File: config.mk
export PLATFORM = sky130hd
export DESIGN_NAME = assembly_token_scanner
export DESIGN_NICKNAME = d
export VERILOG_FILES = /design/src/hdl/ats_pkg.sv /design/src/hdl/assembly_token_scanner.sv /design/src/hdl/ats_front.sv /design/src/hdl/ats_queue.sv /design/src/hdl/ats_back.sv
export SDC_FILE = /design/constraint.sdc
export NUM_CORES = 1
export LEC_CHECK = 0
export ABC_CLOCK_PERIOD_IN_PS = 12700
export BUFFER_PORTS_ARGS = -buffer_cell sky130_fd_sc_hd__buf_2
export CORE_MARGIN = 4
export CORE_UTILIZATION = 30
export CTS_CLUSTER_SIZE = 30
export DETAILED_ROUTE_END_ITERATION = 16
export GPL_TIMING_DRIVEN = 0
export SLEW_MARGIN = 20
export SYNTH_ARGS = -nofsm -noshare
export SYNTH_HDL_FRONTEND = slang
export SYNTH_SLANG_ARGS = --single-unit
File: constraint.sdc
create_clock -name clk_i -period 12.7 [get_ports clk_i]
set_input_delay 0.635 -clock clk_i [delete_from_list [all_inputs] [get_ports clk_i]]
set_output_delay 0.635 -clock clk_i [all_outputs]
set_load 0.03 [all_outputs]
File: src/hdl/ats_pkg.sv
// ----------------------------------------------------------------------------
// ats_pkg
// Shared types, character codes and the scanner transition table.
// ----------------------------------------------------------------------------
`timescale 1ns / 1ps
`default_nettype none

package ats_pkg;

  localparam int TOKEN_W           = 16;
  localparam int POSITION_BITS_DEF = 16;
  localparam int QUEUE_DEPTH_DEF   = 4;

  localparam logic [TOKEN_W-1:0] TALLY_MAX = '1;

  localparam logic [7:0] CH_NUL   = 8'h00;
  localparam logic [7:0] CH_TAB   = 8'h09;
  localparam logic [7:0] CH_NL    = 8'h0a;
  localparam logic [7:0] CH_SPACE = 8'h20;
  localparam logic [7:0] CH_HASH  = 8'h23;
  localparam logic [7:0] CH_MINUS = 8'h2d;
  localparam logic [7:0] CH_COLON = 8'h3a;
  localparam logic [7:0] CH_R     = 8'h72;

  typedef enum logic [3:0] {
    ST_START   = 4'd0,
    ST_IMM     = 4'd1,
    ST_REG     = 4'd2,
    ST_ID      = 4'd3,
    ST_LABEL   = 4'd4,
    ST_NEWLINE = 4'd5,
    ST_ERROR   = 4'd6,
    ST_COMMENT = 4'd7,
    ST_IMMCHK  = 4'd8,
    ST_REGCHK  = 4'd9
  } scan_state_e;

  typedef enum logic [2:0] {
    KIND_REG   = 3'd0,
    KIND_IMM   = 3'd1,
    KIND_ID    = 3'd2,
    KIND_LABEL = 3'd3,
    KIND_ERR   = 3'd4,
    KIND_NL    = 3'd5
  } token_kind_e;

  typedef struct packed {
    logic               has_word;
    logic               has_nl;
    token_kind_e        word_kind;
    logic [TOKEN_W-1:0] word_start;
    logic [TOKEN_W-1:0] word_len;
    logic [TOKEN_W-1:0] nl_start;
    logic [TOKEN_W-1:0] tally;
  } token_event_t;

  function automatic scan_state_e next_state(scan_state_e s, logic is_digit);
    scan_state_e n;
    case (s)
      ST_START:   n = is_digit ? ST_IMM : ST_ID;
      ST_IMM:     n = ST_IMM;
      ST_REG:     n = ST_ID;
      ST_ID:      n = ST_ID;
      ST_LABEL:   n = ST_ERROR;
      ST_NEWLINE: n = ST_START;
      ST_ERROR:   n = ST_ERROR;
      ST_COMMENT: n = ST_COMMENT;
      ST_IMMCHK:  n = ST_IMM;
      ST_REGCHK:  n = is_digit ? ST_REG : ST_ID;
      default:    n = ST_ERROR;
    endcase
    return n;
  endfunction

  function automatic logic [TOKEN_W-1:0] sat_inc(logic [TOKEN_W-1:0] v);
    return (v == TALLY_MAX) ? v : v + TOKEN_W'(1);
  endfunction

endpackage

`default_nettype wire

File: src/hdl/assembly_token_scanner.sv
// ----------------------------------------------------------------------------
// assembly_token_scanner
// Scans assembly source one character per word and emits tokens.
// ----------------------------------------------------------------------------
// Channel  Direction  Handshake               Payload
// in       input      in_valid_i / in_stall_o  char_code_i
// out      output     out_valid_o / out_stall_i token_kind_o, token_start_o,
//                                              token_length_o, error_total_o,
//                                              last_of_run_o
//
// One character is taken per cycle unless the input is stalled; the scanner
// state register in the front closes the state loop. A character gives zero,
// one or two tokens; the back sends one token per cycle unless the output is
// stalled, so a word cut by a newline gives a word token, then a newline
// token. Reset clears the scanner, queue and output register. An out stall
// fills the event queue and then stalls the input; no clearing pass is needed.
// ----------------------------------------------------------------------------
`timescale 1ns / 1ps
`default_nettype none

module assembly_token_scanner #(
  parameter int POSITION_BITS = ats_pkg::POSITION_BITS_DEF,
  parameter int QUEUE_DEPTH   = ats_pkg::QUEUE_DEPTH_DEF
) (
  input  wire logic                      clk_i,
  input  wire logic                      rst_ni,
  input  wire logic                      in_valid_i,
  output logic                           in_stall_o,
  input  wire logic [7:0]                char_code_i,
  output logic                           out_valid_o,
  input  wire logic                      out_stall_i,
  output logic [2:0]                     token_kind_o,
  output logic [ats_pkg::TOKEN_W-1:0]    token_start_o,
  output logic [ats_pkg::TOKEN_W-1:0]    token_length_o,
  output logic [ats_pkg::TOKEN_W-1:0]    error_total_o,
  output logic                           last_of_run_o
);
  import ats_pkg::*;

  token_event_t push_ev, head_ev;
  logic         push, pop, full, empty;

  ats_front #(
    .POSITION_BITS (POSITION_BITS)
  ) u_front (
    .clk_i       (clk_i),
    .rst_ni      (rst_ni),
    .in_valid_i  (in_valid_i),
    .in_stall_o  (in_stall_o),
    .char_code_i (char_code_i),
    .full_i      (full),
    .push_o      (push),
    .event_o     (push_ev)
  );

  ats_queue #(
    .DEPTH (QUEUE_DEPTH)
  ) u_queue (
    .clk_i   (clk_i),
    .rst_ni  (rst_ni),
    .push_i  (push),
    .data_i  (push_ev),
    .full_o  (full),
    .pop_i   (pop),
    .data_o  (head_ev),
    .empty_o (empty)
  );

  ats_back u_back (
    .clk_i          (clk_i),
    .rst_ni         (rst_ni),
    .event_i        (head_ev),
    .empty_i        (empty),
    .pop_o          (pop),
    .out_valid_o    (out_valid_o),
    .out_stall_i    (out_stall_i),
    .token_kind_o   (token_kind_o),
    .token_start_o  (token_start_o),
    .token_length_o (token_length_o),
    .error_total_o  (error_total_o),
    .last_of_run_o  (last_of_run_o)
  );

endmodule

`default_nettype wire

File: src/hdl/ats_front.sv
// ----------------------------------------------------------------------------
// ats_front
// Accepts characters, steps the scanner and posts token events to the queue.
// ----------------------------------------------------------------------------
`timescale 1ns / 1ps
`default_nettype none

module ats_front #(
  parameter int POSITION_BITS = ats_pkg::POSITION_BITS_DEF
) (
  input  wire logic                 clk_i,
  input  wire logic                 rst_ni,
  input  wire logic                 in_valid_i,
  output logic                      in_stall_o,
  input  wire logic [7:0]           char_code_i,
  input  wire logic                 full_i,
  output logic                      push_o,
  output ats_pkg::token_event_t     event_o
);
  import ats_pkg::*;

  scan_state_e              scan_q, scan_d, prior_q, prior_d, go_st, s1, p1;
  logic [POSITION_BITS-1:0] pos_q, pos_d, wb_q, wb_d, len_raw;
  logic [TOKEN_W-1:0]       tally_q, tally_d, tally_bad;
  logic                     accept, in_comment, do_go, bad_char, emit, has_word, has_nl;
  logic                     is_alpha, is_digit;
  token_kind_e              kind;

  assign in_stall_o = full_i;
  assign accept     = in_valid_i && !full_i;

  always_comb begin
    in_comment = (scan_q == ST_COMMENT);
    is_alpha   = ((char_code_i >= 8'h61) && (char_code_i <= 8'h7a)) ||
                 ((char_code_i >= 8'h41) && (char_code_i <= 8'h5a));
    is_digit   = (char_code_i >= 8'h30) && (char_code_i <= 8'h39);
    do_go      = 1'b0;
    go_st      = ST_START;
    bad_char   = 1'b0;

    if (char_code_i == CH_TAB || char_code_i == CH_SPACE) begin
      do_go = !in_comment;
      go_st = ST_START;
    end else if (char_code_i == CH_R) begin
      do_go = 1'b1;
      go_st = (scan_q == ST_START) ? ST_REGCHK : next_state(scan_q, 1'b0);
    end else if (char_code_i == CH_MINUS) begin
      do_go = (scan_q == ST_START) || !in_comment;
      go_st = (scan_q == ST_START) ? ST_IMMCHK : ST_ERROR;
    end else if (char_code_i == CH_COLON) begin
      do_go = (scan_q == ST_ID) || !in_comment;
      go_st = (scan_q == ST_ID) ? ST_LABEL : ST_ERROR;
    end else if (char_code_i == CH_NL) begin
      do_go = 1'b1;
      go_st = ST_NEWLINE;
    end else if (char_code_i == CH_HASH) begin
      do_go = 1'b1;
      go_st = ST_COMMENT;
    end else if (is_alpha || is_digit) begin
      do_go = 1'b1;
      go_st = next_state(scan_q, is_digit);
    end else if (!in_comment) begin
      do_go    = 1'b1;
      go_st    = ST_ERROR;
      bad_char = 1'b1;
    end

    s1       = do_go ? go_st : scan_q;
    p1       = do_go ? scan_q : prior_q;
    emit     = (s1 == ST_START) || (s1 == ST_NEWLINE);
    has_nl   = (s1 == ST_NEWLINE);
    has_word = emit && (p1 != ST_START) && (p1 != ST_NEWLINE) && (p1 != ST_COMMENT);
    len_raw  = pos_q - wb_q;

    case (p1)
      ST_REG:    kind = KIND_REG;
      ST_IMM:    kind = KIND_IMM;
      ST_ID:     kind = KIND_ID;
      ST_REGCHK: kind = KIND_ID;
      ST_LABEL:  kind = KIND_LABEL;
      default:   kind = KIND_ERR;
    endcase
    if (kind == KIND_LABEL) begin
      len_raw = len_raw - POSITION_BITS'(1);
    end

    tally_bad = bad_char ? sat_inc(tally_q) : tally_q;
    tally_d   = (has_word && kind == KIND_ERR) ? sat_inc(tally_bad) : tally_bad;
    pos_d     = pos_q + POSITION_BITS'(1);

    if (emit) begin
      scan_d  = ST_START;
      prior_d = s1;
      wb_d    = pos_d;
    end else begin
      scan_d  = s1;
      prior_d = p1;
      wb_d    = (p1 == ST_START) ? pos_q : wb_q;
    end

    event_o.has_word   = has_word;
    event_o.has_nl     = has_nl;
    event_o.word_kind  = kind;
    event_o.word_start = TOKEN_W'(wb_q);
    event_o.word_len   = TOKEN_W'(len_raw);
    event_o.nl_start   = TOKEN_W'(pos_q);
    event_o.tally      = tally_d;
    push_o = accept && (char_code_i != CH_NUL) && (has_word || has_nl);
  end

  always_ff @(posedge clk_i or negedge rst_ni) begin
    if (!rst_ni) begin
      scan_q  <= ST_START;
      prior_q <= ST_START;
      pos_q   <= '0;
      wb_q    <= '0;
      tally_q <= '0;
    end else if (accept) begin
      if (char_code_i == CH_NUL) begin
        scan_q  <= ST_START;
        prior_q <= ST_START;
        pos_q   <= '0;
        wb_q    <= '0;
        tally_q <= '0;
      end else begin
        scan_q  <= scan_d;
        prior_q <= prior_d;
        pos_q   <= pos_d;
        wb_q    <= wb_d;
        tally_q <= tally_d;
      end
    end
  end

endmodule

`default_nettype wire

File: src/hdl/ats_queue.sv
// ----------------------------------------------------------------------------
// ats_queue
// Short first-in first-out queue of token events between front and back.
// ----------------------------------------------------------------------------
`timescale 1ns / 1ps
`default_nettype none

module ats_queue #(
  parameter int DEPTH = ats_pkg::QUEUE_DEPTH_DEF
) (
  input  wire logic                  clk_i,
  input  wire logic                  rst_ni,
  input  wire logic                  push_i,
  input  wire ats_pkg::token_event_t data_i,
  output logic                       full_o,
  input  wire logic                  pop_i,
  output ats_pkg::token_event_t      data_o,
  output logic                       empty_o
);
  import ats_pkg::*;

  localparam int AW = $clog2(DEPTH);
  localparam int CW = $clog2(DEPTH + 1);

  token_event_t  mem_q [DEPTH];
  logic [AW-1:0] wr_q, wr_d, rd_q, rd_d;
  logic [CW-1:0] cnt_q, cnt_d;

  assign full_o  = (cnt_q == CW'(DEPTH));
  assign empty_o = (cnt_q == '0);
  assign data_o  = mem_q[rd_q];

  always_comb begin
    wr_d  = (wr_q == AW'(DEPTH - 1)) ? '0 : wr_q + AW'(1);
    rd_d  = (rd_q == AW'(DEPTH - 1)) ? '0 : rd_q + AW'(1);
    cnt_d = cnt_q + CW'(push_i) - CW'(pop_i);
  end

  always_ff @(posedge clk_i) begin
    if (push_i) begin
      mem_q[wr_q] <= data_i;
    end
  end

  always_ff @(posedge clk_i or negedge rst_ni) begin
    if (!rst_ni) begin
      wr_q  <= '0;
      rd_q  <= '0;
      cnt_q <= '0;
    end else begin
      if (push_i) begin
        wr_q <= wr_d;
      end
      if (pop_i) begin
        rd_q <= rd_d;
      end
      cnt_q <= cnt_d;
    end
  end

endmodule

`default_nettype wire

File: src/hdl/ats_back.sv
// ----------------------------------------------------------------------------
// ats_back
// Unpacks queued events into tokens, word token before newline token.
// ----------------------------------------------------------------------------
`timescale 1ns / 1ps
`default_nettype none

module ats_back (
  input  wire logic                      clk_i,
  input  wire logic                      rst_ni,
  input  wire ats_pkg::token_event_t     event_i,
  input  wire logic                      empty_i,
  output logic                           pop_o,
  output logic                           out_valid_o,
  input  wire logic                      out_stall_i,
  output logic [2:0]                     token_kind_o,
  output logic [ats_pkg::TOKEN_W-1:0]    token_start_o,
  output logic [ats_pkg::TOKEN_W-1:0]    token_length_o,
  output logic [ats_pkg::TOKEN_W-1:0]    error_total_o,
  output logic                           last_of_run_o
);
  import ats_pkg::*;

  logic               vld_q, vld_d, phase_q, phase_d, load, take, word_first;
  token_kind_e        kind_d;
  logic [TOKEN_W-1:0] start_d, len_d;
  logic               last_d;
  token_kind_e        kind_q;
  logic [TOKEN_W-1:0] start_q, len_q, total_q;
  logic               last_q;

  always_comb begin
    load       = !vld_q || !out_stall_i;
    take       = load && !empty_i;
    word_first = event_i.has_word && !phase_q;
    if (word_first) begin
      kind_d  = event_i.word_kind;
      start_d = event_i.word_start;
      len_d   = event_i.word_len;
      last_d  = !event_i.has_nl;
      phase_d = take ? event_i.has_nl : phase_q;
      pop_o   = take && !event_i.has_nl;
    end else begin
      kind_d  = KIND_NL;
      start_d = event_i.nl_start;
      len_d   = TOKEN_W'(1);
      last_d  = 1'b1;
      phase_d = take ? 1'b0 : phase_q;
      pop_o   = take;
    end
    vld_d = take ? 1'b1 : (load ? 1'b0 : vld_q);
  end

  always_ff @(posedge clk_i or negedge rst_ni) begin
    if (!rst_ni) begin
      vld_q   <= 1'b0;
      phase_q <= 1'b0;
    end else begin
      vld_q   <= vld_d;
      phase_q <= phase_d;
    end
  end

  always_ff @(posedge clk_i) begin
    if (take) begin
      kind_q  <= kind_d;
      start_q <= start_d;
      len_q   <= len_d;
      total_q <= event_i.tally;
      last_q  <= last_d;
    end
  end

  assign out_valid_o    = vld_q;
  assign token_kind_o   = kind_q;
  assign token_start_o  = start_q;
  assign token_length_o = len_q;
  assign error_total_o  = total_q;
  assign last_of_run_o  = last_q;

endmodule

`default_nettype wire

* Word-level counts from Yosys, hierarchy flattened
Memory sizes are Yosys's and may differ from the RTL's.
Cells that the tools add are included.
** Word-level totals
- Flip-flop bits (word level) :: 117
- RAM bits :: 276
- ROM bits :: 48
- Input bits :: 12
- Output and inout bits :: 54
- Memories kept :: 2
** Operators by class
- $add $sub $neg :: 9
- Order comparisons :: 6
- Eq/ne operators :: 29
- Multiplexer cells :: 57
- Reductions and logical operators :: 41
** Memories
- u_queue.mem_q :: words 4, bits a word 69, read ports 1, clocked after memory_dff 0, write ports 1, line ats_queue.sv:25 : token_event_t mem_q [DEPTH];
- (no name shown) :: words 16, bits a word 3, read ports 1, clocked after memory_dff 0, write ports 0, line ats_pkg.sv:59 : case (s)
** Operator list (count)
- $mux 16 :: 11
- $mux 4 :: 15
- $add 16x1->16 const B :: 3
- $eq 16x16->1 const B :: 2
- $eq 8x6->1 const B :: 4
- $mux 1 :: 24
- $pmux 4 s6 :: 1
- $eq 4x2->1 const B :: 4
- $eq 4x3->1 const B :: 4
- $eq 8x4->1 const B :: 2
- $ge 8x7->1 const B :: 2
- $le 8x7->1 const B :: 2
- $sub 16x1->16 const B :: 1
- $sub 16x16->16 :: 1
- $logic_and 1x1->1 :: 13
- $eq 4x4->1 const B :: 3
- $logic_not 4->1 :: 3
- $pmux 3 s4 :: 1
- $eq 4x1->1 const B :: 2
- $eq 8x7->1 const B :: 1
- $ge 8x6->1 const B :: 1
- $le 8x6->1 const B :: 1
- $logic_not 8->1 :: 1
- $logic_or 1x1->1 :: 8
- other kinds (17) :: 32

* Logic depth before layout (Yosys ltp)
Gate-level depths: netlist of run 1.
- Word-level depth :: 21
- Gate-level depth with buffers :: 19
- Depth with buffers taken out :: 17

* By module
A second synthesis of run 1 with hierarchy kept.
** Unflattened totals
- Cells, all modules :: 1169
- Area total of the unflattened synthesis :: 17800.8 µm²
** By module, submodules not included
- ats_queue :: times used 1, cells each 397, area an instance 10443.8 µm², seq. area each 8463.1 µm²
- ats_front :: times used 1, cells each 671, area an instance 5302.6 µm², seq. area each 1401.3 µm²
- ats_back :: times used 1, cells each 101, area an instance 2054.5 µm², seq. area each 1611.5 µm²

* Least setup slack after synthesis of run 1
OpenSTA, ideal clock, no wires.
- Kind :: input to register
- Start :: in char_code_i[0]
- End :: mem u_queue.mem_q[0][0] (netlist bit) (enable)
- Library setup time :: 0.435 ns
- Arrival time :: 4.664 ns
- Data required time :: 12.265 ns
- Setup slack :: 7.602 ns
- Stages on the path :: 11
- Buffers on the path :: 2
- Path through :: buf_6 or4_4 o221a_2 nor2_1 a2111oi_0 or3_1 o31ai_1 buf_2 o21a_1 o21a_1 and2_1
** RTL lines
- start: declaration :: line assembly_token_scanner.sv:29 : input wire logic [7:0] char_code_i,
- end: declaration :: line ats_queue.sv:25

==> reports/metrics.csv, run 1 <==
metric,value,unit
grt_use_met1,16.8,%
boundaryPins,66,
whs,356,ps
ys.warnings.count,0,
postRouteAntennaNets,0,
n_antenna_cell,0,
cellPowerDensity,220,nW/um2
die_area,62600,um2
top_usage_layer,met2,
cts_buffer_depth,3,
fin_crit_sh,44.6,%
synthesis.area,17600,um2
skew,21.6,ps
power.internal,0.00295,W
start_util,30.4,%
sw_frac_of_total,34.3,%
synth_edf_count,328,
hpwl,27700,um
critPathKind,reg -> reg,
path_cells,ha_1 -> nand2_1 -> or2_1 -> clkbuf_1 -> or4_1 -> nand4_1 -> xnor2_1 -> ha_1 -> inv_1 -> or4_1 -> nor4_1 -> nor4_2 -> o21bai_1 -> and4bb_2 -> buf_2 -> nor3_1 -> a31oi_1 -> xnor2_1,
gr-usage-all-layers,12.3,%
fmax,177,MHz
grt_start_max_net_pins,52,
synthArstFlopShare,16.5,%
arrival,5950,ps
final_cells,2105,
totalPowerFinal,0.00449,W
wl,39600,um
num_rows,88,
synth-main-ff-cell,edfxtp_1,
post-place-ws,6890,ps
die_w,250,um
min_path_type,in -> reg,
clock-root-buffer,clkbuf_16,
die_height,250,um
p_leak,7.33,nW
rsz0062_at_grt,no,
tightest_slew,933,ps
drt_iter0_markers,751,
start_kind,flip-flop,
drc_errors,0,
avgRoutedWirePerCell,18.8,um
hold_viol,0,
netlist_instances,1196,
synth_nets,1236,
grt_pass1_wl,61300,um
final_common_cell,edfxtp_1,
cts_resized,0,
p_clk_share,26.3,%
clock-sinks,393,
drive_above_1_share,18.9,%
slew_viol_final,0,
pwr-share-comb,33.6,%
yosysSeqAreaShare,65.2,%
maxCapViolations,0,
cts_buffers,39,
overflow,0,
fin_nets,1349,
relSlewSlack,37.8,%
fin_ws,7040,ps
coreArea,57900,um2
fin_setup_tns,0,ps
grt_pass1_vias,10600,
worst-path-max-fanout,10,
status,"complete, no violations",
slowest_delay,600,ps
area_growth,16.1,%
antenna_found_initial,2,
seqPwrFrac,40.1,%
crit_required,12990,ps
layout.cells.most_common_list,"edfxtp_1, nand2_1, o21ai_0",
dr.pass1.iters,5,
cpMaxStageDelayCell,or4_1,
viasPerCell,4.98,
finalSetupViolations,0,
met3_usage,2.06,%
port_buffers,62,
path_clk_slew,60,ps
period_minus_slack,5660,ps
switchingPower,0.00154,W
vias,10500,
cp-end-kind,flip-flop,
syn_avg_cell_area,14.7,um2
clk_latency,550,ps
place_inst,2031,
cts_tree,built,
grtUsageMet2,20.1,%
yosys_register_bits,393,
yosysUniqueCellTypes,80,
h-tree-depth,2,
gp_congestion,0.870,
ir_drop,96.8,uV
## kinds of logic after synthesis
logic type,synth area share (%)
AO/OA/AOI/OAI,6.79
AND/OR/NAND/NOR,10.4
flip-flops,65.2
buffers and inverters,1.97
XOR/XNOR,3.16
multiplexers,10.4
adder cells (fa/ha/maj),2.07
## layer usage
metal,share of wire [%],vias to the layer above,wire (um)
met5,0.053,-,21
met2,48,222,18800
met1,45,5349,17700
li1,-,4830,-
met3,4.4,71,1760
met4,3.0,4,1200
## metrics by stage
stage / utilization (%) / instance area [um2]
after floorplan: - / 17600
after global placement: 32.6 / 18900
after detailed placement: 33.0 / 19100
after CTS: 35.3 / 20400
after global routing: 35.3 / 20400
final: 35.3 / 20400
## critical path, delay by kind of cell, from the launching register on
family	cells	cell delay, ps
XOR/XNOR	2	510
AND/OR/NAND/NOR	9	2720
AO/OA/AOI/OAI	2	520
buffers and inverters	3	530
flip-flops	1	490
adder cells (fa/ha/maj)	2	630
## final timing paths
check                                               startpoint                             end  slack [ps]  depth (start not counted)
max in group asynchronous                               rst_ni   u_front.pos_q[13]$_DFFE_PN0P_       11630                          3
worst max-delay path            u_front.tally_q[0]$_DFFE_PN0P_  u_queue.mem_q[0][10]$_DFFE_PP_        7040                         18
worst min register to register  u_front.prior_q[1]$_DFFE_PN0P_  u_front.prior_q[1]$_DFFE_PN0P_         510                          2
worst min-delay path                               out_stall_i  u_back.out_valid_o$_DFFE_PN0P_         360                          3
worst max register to register  u_front.tally_q[0]$_DFFE_PN0P_  u_queue.mem_q[0][10]$_DFFE_PP_        7040                         18
min in group asynchronous                               rst_ni  u_front.tally_q[2]$_DFFE_PN0P_         520                          2
## layout make-up
class | instances | area [um2]
Buffer | 51 | 205
Clock buffer | 54 | 1070
Clock inverter | 18 | 238
Fill cell | 5581 | 37500
Inverter | 38 | 143
Multi-Input combinational cell | 714 | 5810
Sequential cell | 393 | 11500
Tap cell | 765 | 957
Timing Repair Buffer | 72 | 547
## registers in the layout (all words and copies together) (netlist names), 2 cells and up
name	cells
u_back.error_total_o	16
u_queue.mem_q	276
u_queue.wr_q	2
u_queue.rd_q	2
u_back.token_length_o	16
u_back.token_kind_o	3
u_front.scan_q	4
u_back.token_start_o	16
u_queue.cnt_q	3
u_front.wb_q	16
u_front.pos_q	16
u_front.tally_q	16
u_front.prior_q	4
## power by group through the flow
stage	clock (W)	sequential, W	combinational [W]
after global placement	0	0.00183	0.00146
after global routing	0.00127	0.00182	0.00167
after floorplan	0	0.00195	0.000922
after CTS	0.00121	0.00180	0.00153
after detailed placement	0	0.00183	0.00152
final	0.00118	0.00180	0.00151
## synth_stat cells (13+ instances only)
master    instances  share of area (%)
xor2_1           30                1.5
nor2_1           42               0.90
clkbuf_1         41               0.87
nand2_1         140                3.0
nor3_1           19               0.54
and3_1           33                1.2
o21a_1           14               0.60
ha_1             26                1.8
xnor2_1          31                1.5
mux2_2           19                1.2
edfxtp_1        328                 56
a21oi_1          22               0.63
nor4_1           17               0.60
dfrtp_1          65                9.2
inv_1            38               0.81
mux4_2           69                8.8
o21ai_0          70                2.0
o31ai_1          13               0.55
## what timing repair did
action,in CTS,in global routing
endpoints found under the hold margin,14,0
setup endpoints to repair,0,0
hold buffers,1,0
buffers inserted,0,0
No activity file was read; power rests on OpenSTA's default activity.
==> run 2, diff against run 1 <==
--- a/config.mk
+++ b/config.mk
@@ -5,7 +5,8 @@
 export SDC_FILE = /design/constraint.sdc
 export NUM_CORES = 1
 export LEC_CHECK = 0
-export ABC_CLOCK_PERIOD_IN_PS = 12700
+export ABC_AREA = 1
+export ABC_CLOCK_PERIOD_IN_PS = 5500
 export BUFFER_PORTS_ARGS = -buffer_cell sky130_fd_sc_hd__buf_2
 export CORE_MARGIN = 4
 export CORE_UTILIZATION = 30
==> constraint.sdc (replaced) <==
create_clock -name clk_i -period 5.5 [get_ports clk_i]
set_input_delay 0.275 -clock clk_i [delete_from_list [all_inputs] [get_ports clk_i]]
set_output_delay 0.275 -clock clk_i [all_outputs]
set_load 0.03 [all_outputs]
==> run 2 against run 1 <==
Wire length grew 25%. Clock power grew 130%. Utilization grew 0.075 points. Via count grew 30%. Global-route usage grew 2.4 points. Clock-buffer cell count grew 2. Combinational power grew to 3.9 times the previous value.
==> reports/metrics.csv, run 2 <==
metric,value,unit,change
fin_setup_tns,0,ps,unchanged
layout.cells.most_common_list,"edfxtp_1, nand2_1, nor2_1",,"was edfxtp_1, nand2_1, o21ai_0"
vias,13600,,was 10500
place_inst,2681,,was 2031
synth_top_cell_by_area,edfxtp_1,,unchanged
num_rows,90,,was 88
post-place-ws,1570,ps,was 6890 ps
grt_pass1_wl,77100,um,was 61300 um
postRouteAntennaNets,0,,unchanged
cts_buffers,41,,was 39
final_common_cell,edfxtp_1,,unchanged
hold_end,u_back.out_valid_o$_DFFE_PN0P_,,unchanged
fin_nets,1983,,was 1349
largest_reg_flops,276,,unchanged
worst-path-max-fanout,9,,was 10
drc_errors,0,,unchanged
synth-main-ff-cell,edfxtp_1,,unchanged
post-cts-setup-buffers,0,,unchanged
clock-root-buffer,clkbuf_16,,unchanged
status,"complete, no violations",,unchanged
clk_latency,540,ps,was 550 ps
routed.top_layer,met4,,was met5
fin_ws,1470,ps,was 7040 ps
die_area,65700,um2,was 62600 um2
start_kind,flip-flop,,unchanged
reg2reg_slack,1470,ps,was 7040 ps
fill_cells,5978,,was 5581
start_util,30.5,%,was 30.4%
regArea,11500,um2,unchanged
synth_edf_count,328,,unchanged
met2_length,23400,um,was 18800 um
die_height,256,um,was 250 um
gp_congestion,0.898,,was 0.870
die_w,256,um,was 250 um
grt_pass1_vias,13200,,was 10600
viasPerCell,4.93,,was 4.98
ys_top_cells_by_count,"edfxtp_1, nand2_1, nor2_1",,"was edfxtp_1, nand2_1, o21ai_0"
holdPathStages,3,,unchanged
final_cells,2758,,was 2105
wl,49600,um,was 39600 um
clock-sinks,393,,unchanged
critPathKind,reg -> reg,,unchanged
area_growth,16.1,%,about the same
ys.warnings.count,0,,unchanged
multi_input_area,6190,um2,was 5810 um2
syn_avg_cell_area,10.2,um2,was 14.7 um2
overflow,0,,unchanged
synthArstFlopShare,16.5,%,unchanged
yosysMostFrequentCell,edfxtp_1,,unchanged
fmax,248,MHz,was 177 MHz
netlist_instances,1820,,was 1196
met3WireLength,2870,um,was 1760 um
cellPowerDensity,617,nW/um2,was 220 nW/um2
yosysUniqueCellTypes,53,,was 80
grt_start_max_net_pins,37,,was 52
hold_start,out_stall_i,,unchanged
hpwl,35200,um,was 27700 um
yosys-top-cells-area,"edfxtp_1, dfrtp_1, nand2_1, nor2_1, o21ai_0",,"was edfxtp_1, dfrtp_1, mux4_2, nand2_1, o21ai_0"
period_minus_slack,4030,ps,was 5660 ps
hold_viol,0,,unchanged
worstRegToRegCells,16,,was 18
coreArea,60700,um2,was 57900 um2
yosys_register_bits,393,,unchanged
top_register,u_queue.mem_q,,unchanged
synthesis.area,18500,um2,was 17600 um2
path_clk_slew,60,ps,about the same
gr-usage-all-layers,14.7,%,was 12.3%
timing.rr.end,u_queue.cnt_q[2]$_DFF_PN0_,,was u_queue.mem_q[0][10]$_DFFE_PP_
fin_crit_sh,73.3,%,was 44.6%
wl_met1,22100,um,was 17700 um
antenna_found_initial,1,,was 2
cp-end-kind,flip-flop,,unchanged
boundaryPins,66,,unchanged
synth_nets,1860,,was 1236
h-tree-depth,2,,unchanged
port_buffers,65,,was 62
cts_tree,built,,unchanged
min_path_type,in -> reg,,unchanged
yosysSeqAreaShare,62.0,%,was 65.2%
dr.pass1.iters,5,,unchanged
avgRoutedWirePerCell,18.0,um,was 18.8 um
r2r-start,u_queue.rd_q[1]$_DFFE_PN0P_,,was u_front.tally_q[0]$_DFFE_PN0P_
p_leak,8.24,nW,was 7.33 nW
ir_drop,284,uV,was 96.8 uV
slew_viol_final,0,,unchanged
rsz0062_at_grt,no,,unchanged
arrival,4490,ps,was 5950 ps
relSlewSlack,43.2,%,was 37.8%
maxCapViolations,0,,unchanged
finalSetupViolations,0,,unchanged
synthDominantCellAreaShare,53.2,%,was 55.9%
tightest_slew,844,ps,was 933 ps
drt_iter0_markers,1137,,was 751
crit_required,5960,ps,was 12990 ps
drive_above_1_share,12.3,%,was 18.9%
cts_buffer_depth,3,,unchanged
skew,12.3,ps,was 21.6 ps
## run 2: cells by family after synthesis
group,Yosys count,share of synthesized area (%)
AND/OR/NAND/NOR,802,18.9
buffers and inverters,215,4.71
adder cells (fa/ha/maj),28,1.97
flip-flops,393,62.0
XOR/XNOR,45,2.13
AO/OA/AOI/OAI,337,10.2
## run 2: worst max path at each step
stage | startpoint | end | slack [ps] | cells past startpoint
3_5_place_dp | u_queue.rd_q[1]$_DFFE_PN0P_ | u_queue.cnt_q[2]$_DFF_PN0_ | 1570 | 16
6_report | u_queue.rd_q[1]$_DFFE_PN0P_ | u_queue.cnt_q[2]$_DFF_PN0_ | 1470 | 16
2_1_floorplan | u_front.scan_q[0]$_DFFE_PN0P_ | u_queue.mem_q[0][0]$_DFFE_PP_ | 390 | 15
5_1_grt | u_queue.rd_q[1]$_DFFE_PN0P_ | u_queue.cnt_q[2]$_DFF_PN0_ | 1140 | 16
4_1_cts | u_queue.rd_q[1]$_DFFE_PN0P_ | u_queue.cnt_q[2]$_DFF_PN0_ | 1480 | 16
3_3_place_gp | char_code_i[6] | u_queue.mem_q[3][36]$_DFFE_PP_ | -2680 | 18
## run 2: where the power goes
part	switching (W)	internal (W)	leakage, nW	total [W]
sequential	0.000397	0.00430	3.87	0.00469
combinational	0.00428	0.00159	3.74	0.00587
clock	0.00111	0.00156	0.631	0.00268
total	0.00579	0.00745	8.24	0.0132
## run 2: worst max-delay path: stages, from the launching register on
cell	delay, ps
dfrtp_1	360
clkbuf_1	350
inv_1	280
o21ai_0	180
o22ai_1	100
nand2_1	360
clkinv_1	440
nand2_1	350
nand2_1	80
inv_1	210
ha_1	270
inv_1	50
ha_1	130
inv_1	50
fa_1	380
xnor2_1	190
xor2_1	170
## run 2: per-stage QoR
step                      area (um2)  utilization [%]  power, W  hold WS [ps]
after floorplan                18500                -   0.00857         -20.6
after global placement         19800             32.6    0.0104           518
after detailed placement       20200             33.2    0.0106           247
after CTS                      21500             35.4    0.0133          12.8
after global routing           21500             35.4    0.0141          43.7
final                          21500             35.4    0.0132          22.2
## run 2: routing by layer
layer	vias up	track usage [%]
met5	-	0
met4	0	4.48
met3	75	1.97
met2	445	24.3
met1	6574	20.3
li1	6490	-
## run 2: layout make-up
type	count	area share (%)
Inverter	146	2.58
Multi-Input combinational cell	1212	28.8
Buffer	69	1.50
Sequential cell	393	53.4
Antenna cell	1	0.0117
Tap cell	782	4.56
Clock inverter	19	0.717
Clock buffer	56	5.37
Timing Repair Buffer	80	3.02
## run 2: what timing repair did
action,4_1_cts,5_1_grt
setup endpoints to repair,0,0
endpoints found under the hold margin,29,0
gates resized for setup,0,0
hold buffers,1,0
==> run 3, diff against run 2 <==
--- a/config.mk
+++ b/config.mk
@@ -6,7 +6,7 @@
 export NUM_CORES = 1
 export LEC_CHECK = 0
 export ABC_AREA = 1
-export ABC_CLOCK_PERIOD_IN_PS = 5500
+export ABC_CLOCK_PERIOD_IN_PS = 3400
 export BUFFER_PORTS_ARGS = -buffer_cell sky130_fd_sc_hd__buf_2
 export CORE_MARGIN = 4
 export CORE_UTILIZATION = 30
==> constraint.sdc (replaced) <==
create_clock -name clk_i -period 3.4 [get_ports clk_i]
set_input_delay 0.17 -clock clk_i [delete_from_list [all_inputs] [get_ports clk_i]]
set_output_delay 0.17 -clock clk_i [all_outputs]
set_load 0.03 [all_outputs]
==> run 3 against run 2 <==
Fmax is 27% higher. Final area grew 2.2%. Sequential power rose by 62%. Die area unchanged. Clock skew increased by 19 ps. Register-to-register slack got worse by 1200 ps. Non-clock buffer count grew 24. Largest cell class unchanged.
==> reports/metrics.csv, run 3 (same netlist as run 2, synthesis figures left out) <==
metric,value,unit,change
status,"complete, no violations",,unchanged
gr-usage-all-layers,14.6,%,was 14.7%
slew_viol_final,0,,unchanged
path_clk_slew,60,ps,about the same
largest_reg_flops,276,,unchanged
path_buf_inv,0,,was 6
grt_pass1_wl,75900,um,was 77100 um
crit_required,3780,ps,was 5960 ps
fill_cells,5932,,was 5978
postRouteAntennaNets,0,,unchanged
r2r-start,u_front.pos_q[2]$_DFFE_PN0P_,,was u_queue.rd_q[1]$_DFFE_PN0P_
dr.pass1.iters,5,,unchanged
die_height,256,um,unchanged
wl,49200,um,was 49600 um
timing.rr.end,u_queue.mem_q[1][45]$_DFFE_PP_,,was u_queue.cnt_q[2]$_DFF_PN0_
tightest_slew,821,ps,was 844 ps
die_w,256,um,unchanged
num_rows,90,,unchanged
overflow,0,,unchanged
relSlewSlack,45.3,%,was 43.2%
crit_family,simple AND/OR/NAND/NOR gates,,was buffers and inverters
p_leak,8.43,nW,was 8.24 nW
top_register,u_queue.mem_q,,unchanged
die_area,65700,um2,unchanged
start_util,30.5,%,unchanged
hpwl,34900,um,was 35200 um
regArea,11500,um2,about the same
hold_viol,0,,unchanged
start_kind,flip-flop,,unchanged
grt_start_max_net_pins,43,,was 37
cts_buffers,41,,unchanged
skew,31.8,ps,was 12.3 ps
grt_pass1_vias,13300,,was 13200
reg2reg_slack,220,ps,was 1470 ps
fin_crit_sh,93.5,%,was 73.3%
clock-sinks,393,,unchanged
clk_latency,570,ps,was 540 ps
area_growth,18.6,%,was 16.1%
h-tree-depth,2,,unchanged
cts_tree,built,,unchanged
maxCapViolations,0,,unchanged
clock-root-buffer,clkbuf_16,,unchanged
coreArea,60700,um2,unchanged
cpMaxStageDelayCell,dfrtp_1,,was clkinv_1
drc_errors,0,,unchanged
min_path_type,in -> async,,was in -> reg
gp_congestion,0.911,,was 0.898
layout.cells.most_common_list,"edfxtp_1, nand2_1, nor2_1",,unchanged
period_minus_slack,3180,ps,was 4030 ps
finalSetupViolations,0,,unchanged
cp.depth,11,,was 16
ir_drop,475,uV,was 284 uV
fmax,315,MHz,was 248 MHz
port_buffers,65,,unchanged
drt_iter0_markers,1027,,was 1137
path_cells,ha_1 -> a21oi_1 -> nand2_1 -> a211o_1 -> xor2_1 -> nand2_1 -> nor2_4 -> nand4_1 -> nor2_1 -> nor2_1 -> nor2_2,,was clkbuf_1 -> inv_1 -> o21ai_0 -> o22ai_1 -> nand2_1 -> clkinv_1 -> nand2_1 -> nand2_1 -> inv_1 -> ha_1 -> inv_1 -> ha_1 -> inv_1 -> fa_1 -> xnor2_1 -> xor2_1
fin_setup_tns,0,ps,unchanged
vias,13600,,about the same
cp-end-kind,flip-flop,,unchanged
slowest_delay,500,ps,was 440 ps
final_cells,2782,,was 2758
place_inst,2682,,was 2681
worst-path-max-fanout,9,,unchanged
fin_nets,2007,,was 1983
drive_above_1_share,15.4,%,was 12.3%
multi_input_area,6310,um2,was 6190 um2
avgRoutedWirePerCell,17.7,um,was 18.0 um
final_common_cell,edfxtp_1,,unchanged
viasPerCell,4.90,,was 4.93
critPathKind,reg -> reg,,unchanged
boundaryPins,66,,unchanged
worstRegToRegCells,11,,was 16
arrival,3560,ps,was 4490 ps
antenna_found_initial,0,,was 1
cellPowerDensity,995,nW/um2,was 617 nW/um2
cts_buffer_depth,3,,unchanged
[run 3: cell type report]
cell class,instances,share of cell area (%)
Timing Repair Buffer,104,4.16
Buffer,69,1.47
Inverter,146,2.55
Clock inverter,22,0.838
Sequential cell,393,52.3
Antenna cell,2,0.0228
Tap cell,782,4.46
Clock buffer,52,5.39
Multi-Input combinational cell,1212,28.8
[run 3: metrics by stage]
step	total power, W	worst slack (ps)	area [um2]	hold slack (ps)	utilization (%)
finish	0.0218	221	21900	88.5	36.1
global route	0.0233	-11.2	21900	99.1	36.1
CTS	0.0216	12.8	21700	106	35.8
detailed placement	0.0170	-464	20200	104	33.3
global placement	0.0168	-2520	19800	448	32.6
floorplan	0.0139	-600	18500	-126	-
[run 3: worst reg2reg max path: stages (launching register included)]
cell and delay [ps]:
dfrtp_1 500, ha_1 420, a21oi_1 190, nand2_1 140, a211o_1 300, xor2_1 440, nand2_1 180, nor2_4 170
nand4_1 250, nor2_1 170, nor2_1 60, nor2_2 170
[run 3: worst max-delay path by stage]
stage,end,startpoint,slack (ps)
6_report,u_queue.mem_q[1][45]$_DFFE_PP_,u_front.pos_q[2]$_DFFE_PN0P_,220
4_1_cts,u_front.tally_q[9]$_DFFE_PN0P_,u_front.tally_q[0]$_DFFE_PN0P_,10
3_5_place_dp,u_queue.cnt_q[2]$_DFF_PN0_,u_queue.rd_q[1]$_DFFE_PN0P_,-460
5_1_grt,u_queue.mem_q[0][45]$_DFFE_PP_,u_front.pos_q[0]$_DFFE_PN0P_,-10
2_1_floorplan,u_queue.mem_q[0][0]$_DFFE_PP_,u_front.scan_q[0]$_DFFE_PN0P_,-600
3_3_place_gp,u_queue.mem_q[0][37]$_DFFE_PP_,u_front.scan_q[0]$_DFFE_PN0P_,-2520
[run 3: repair_timing]
| action | CTS | global route |
|---|---|---|
| setup buffers | 10 | 12 |
| hold buffers | 2 | 0 |
| gates resized for setup | 9 | 32 |
| endpoints found under the setup margin | 226 | 131 |
| endpoints found under the hold margin | 66 | 0 |
| pin swaps | 5 | 7 |
[run 3: power breakdown]
| group | leakage (nW) | internal, W | switching, W |
|---|---|---|---|
| Sequential | 3.86 | 0.00695 | 0.000630 |
| Clock | 0.659 | 0.00256 | 0.00187 |
| Combinational | 3.91 | 0.00276 | 0.00705 |
[run 3: per-layer routing]
| layer | wire [um] | global-route usage [%] | part of all wire, % |
|---|---|---|---|
| met1 | 21900 | 19.7 | 45 |
| met2 | 23500 | 24.4 | 48 |
| met3 | 2690 | 2.23 | 5.5 |
| met4 | 1010 | 4.25 | 2.1 |
| met5 | 0 | 0 | 0 |
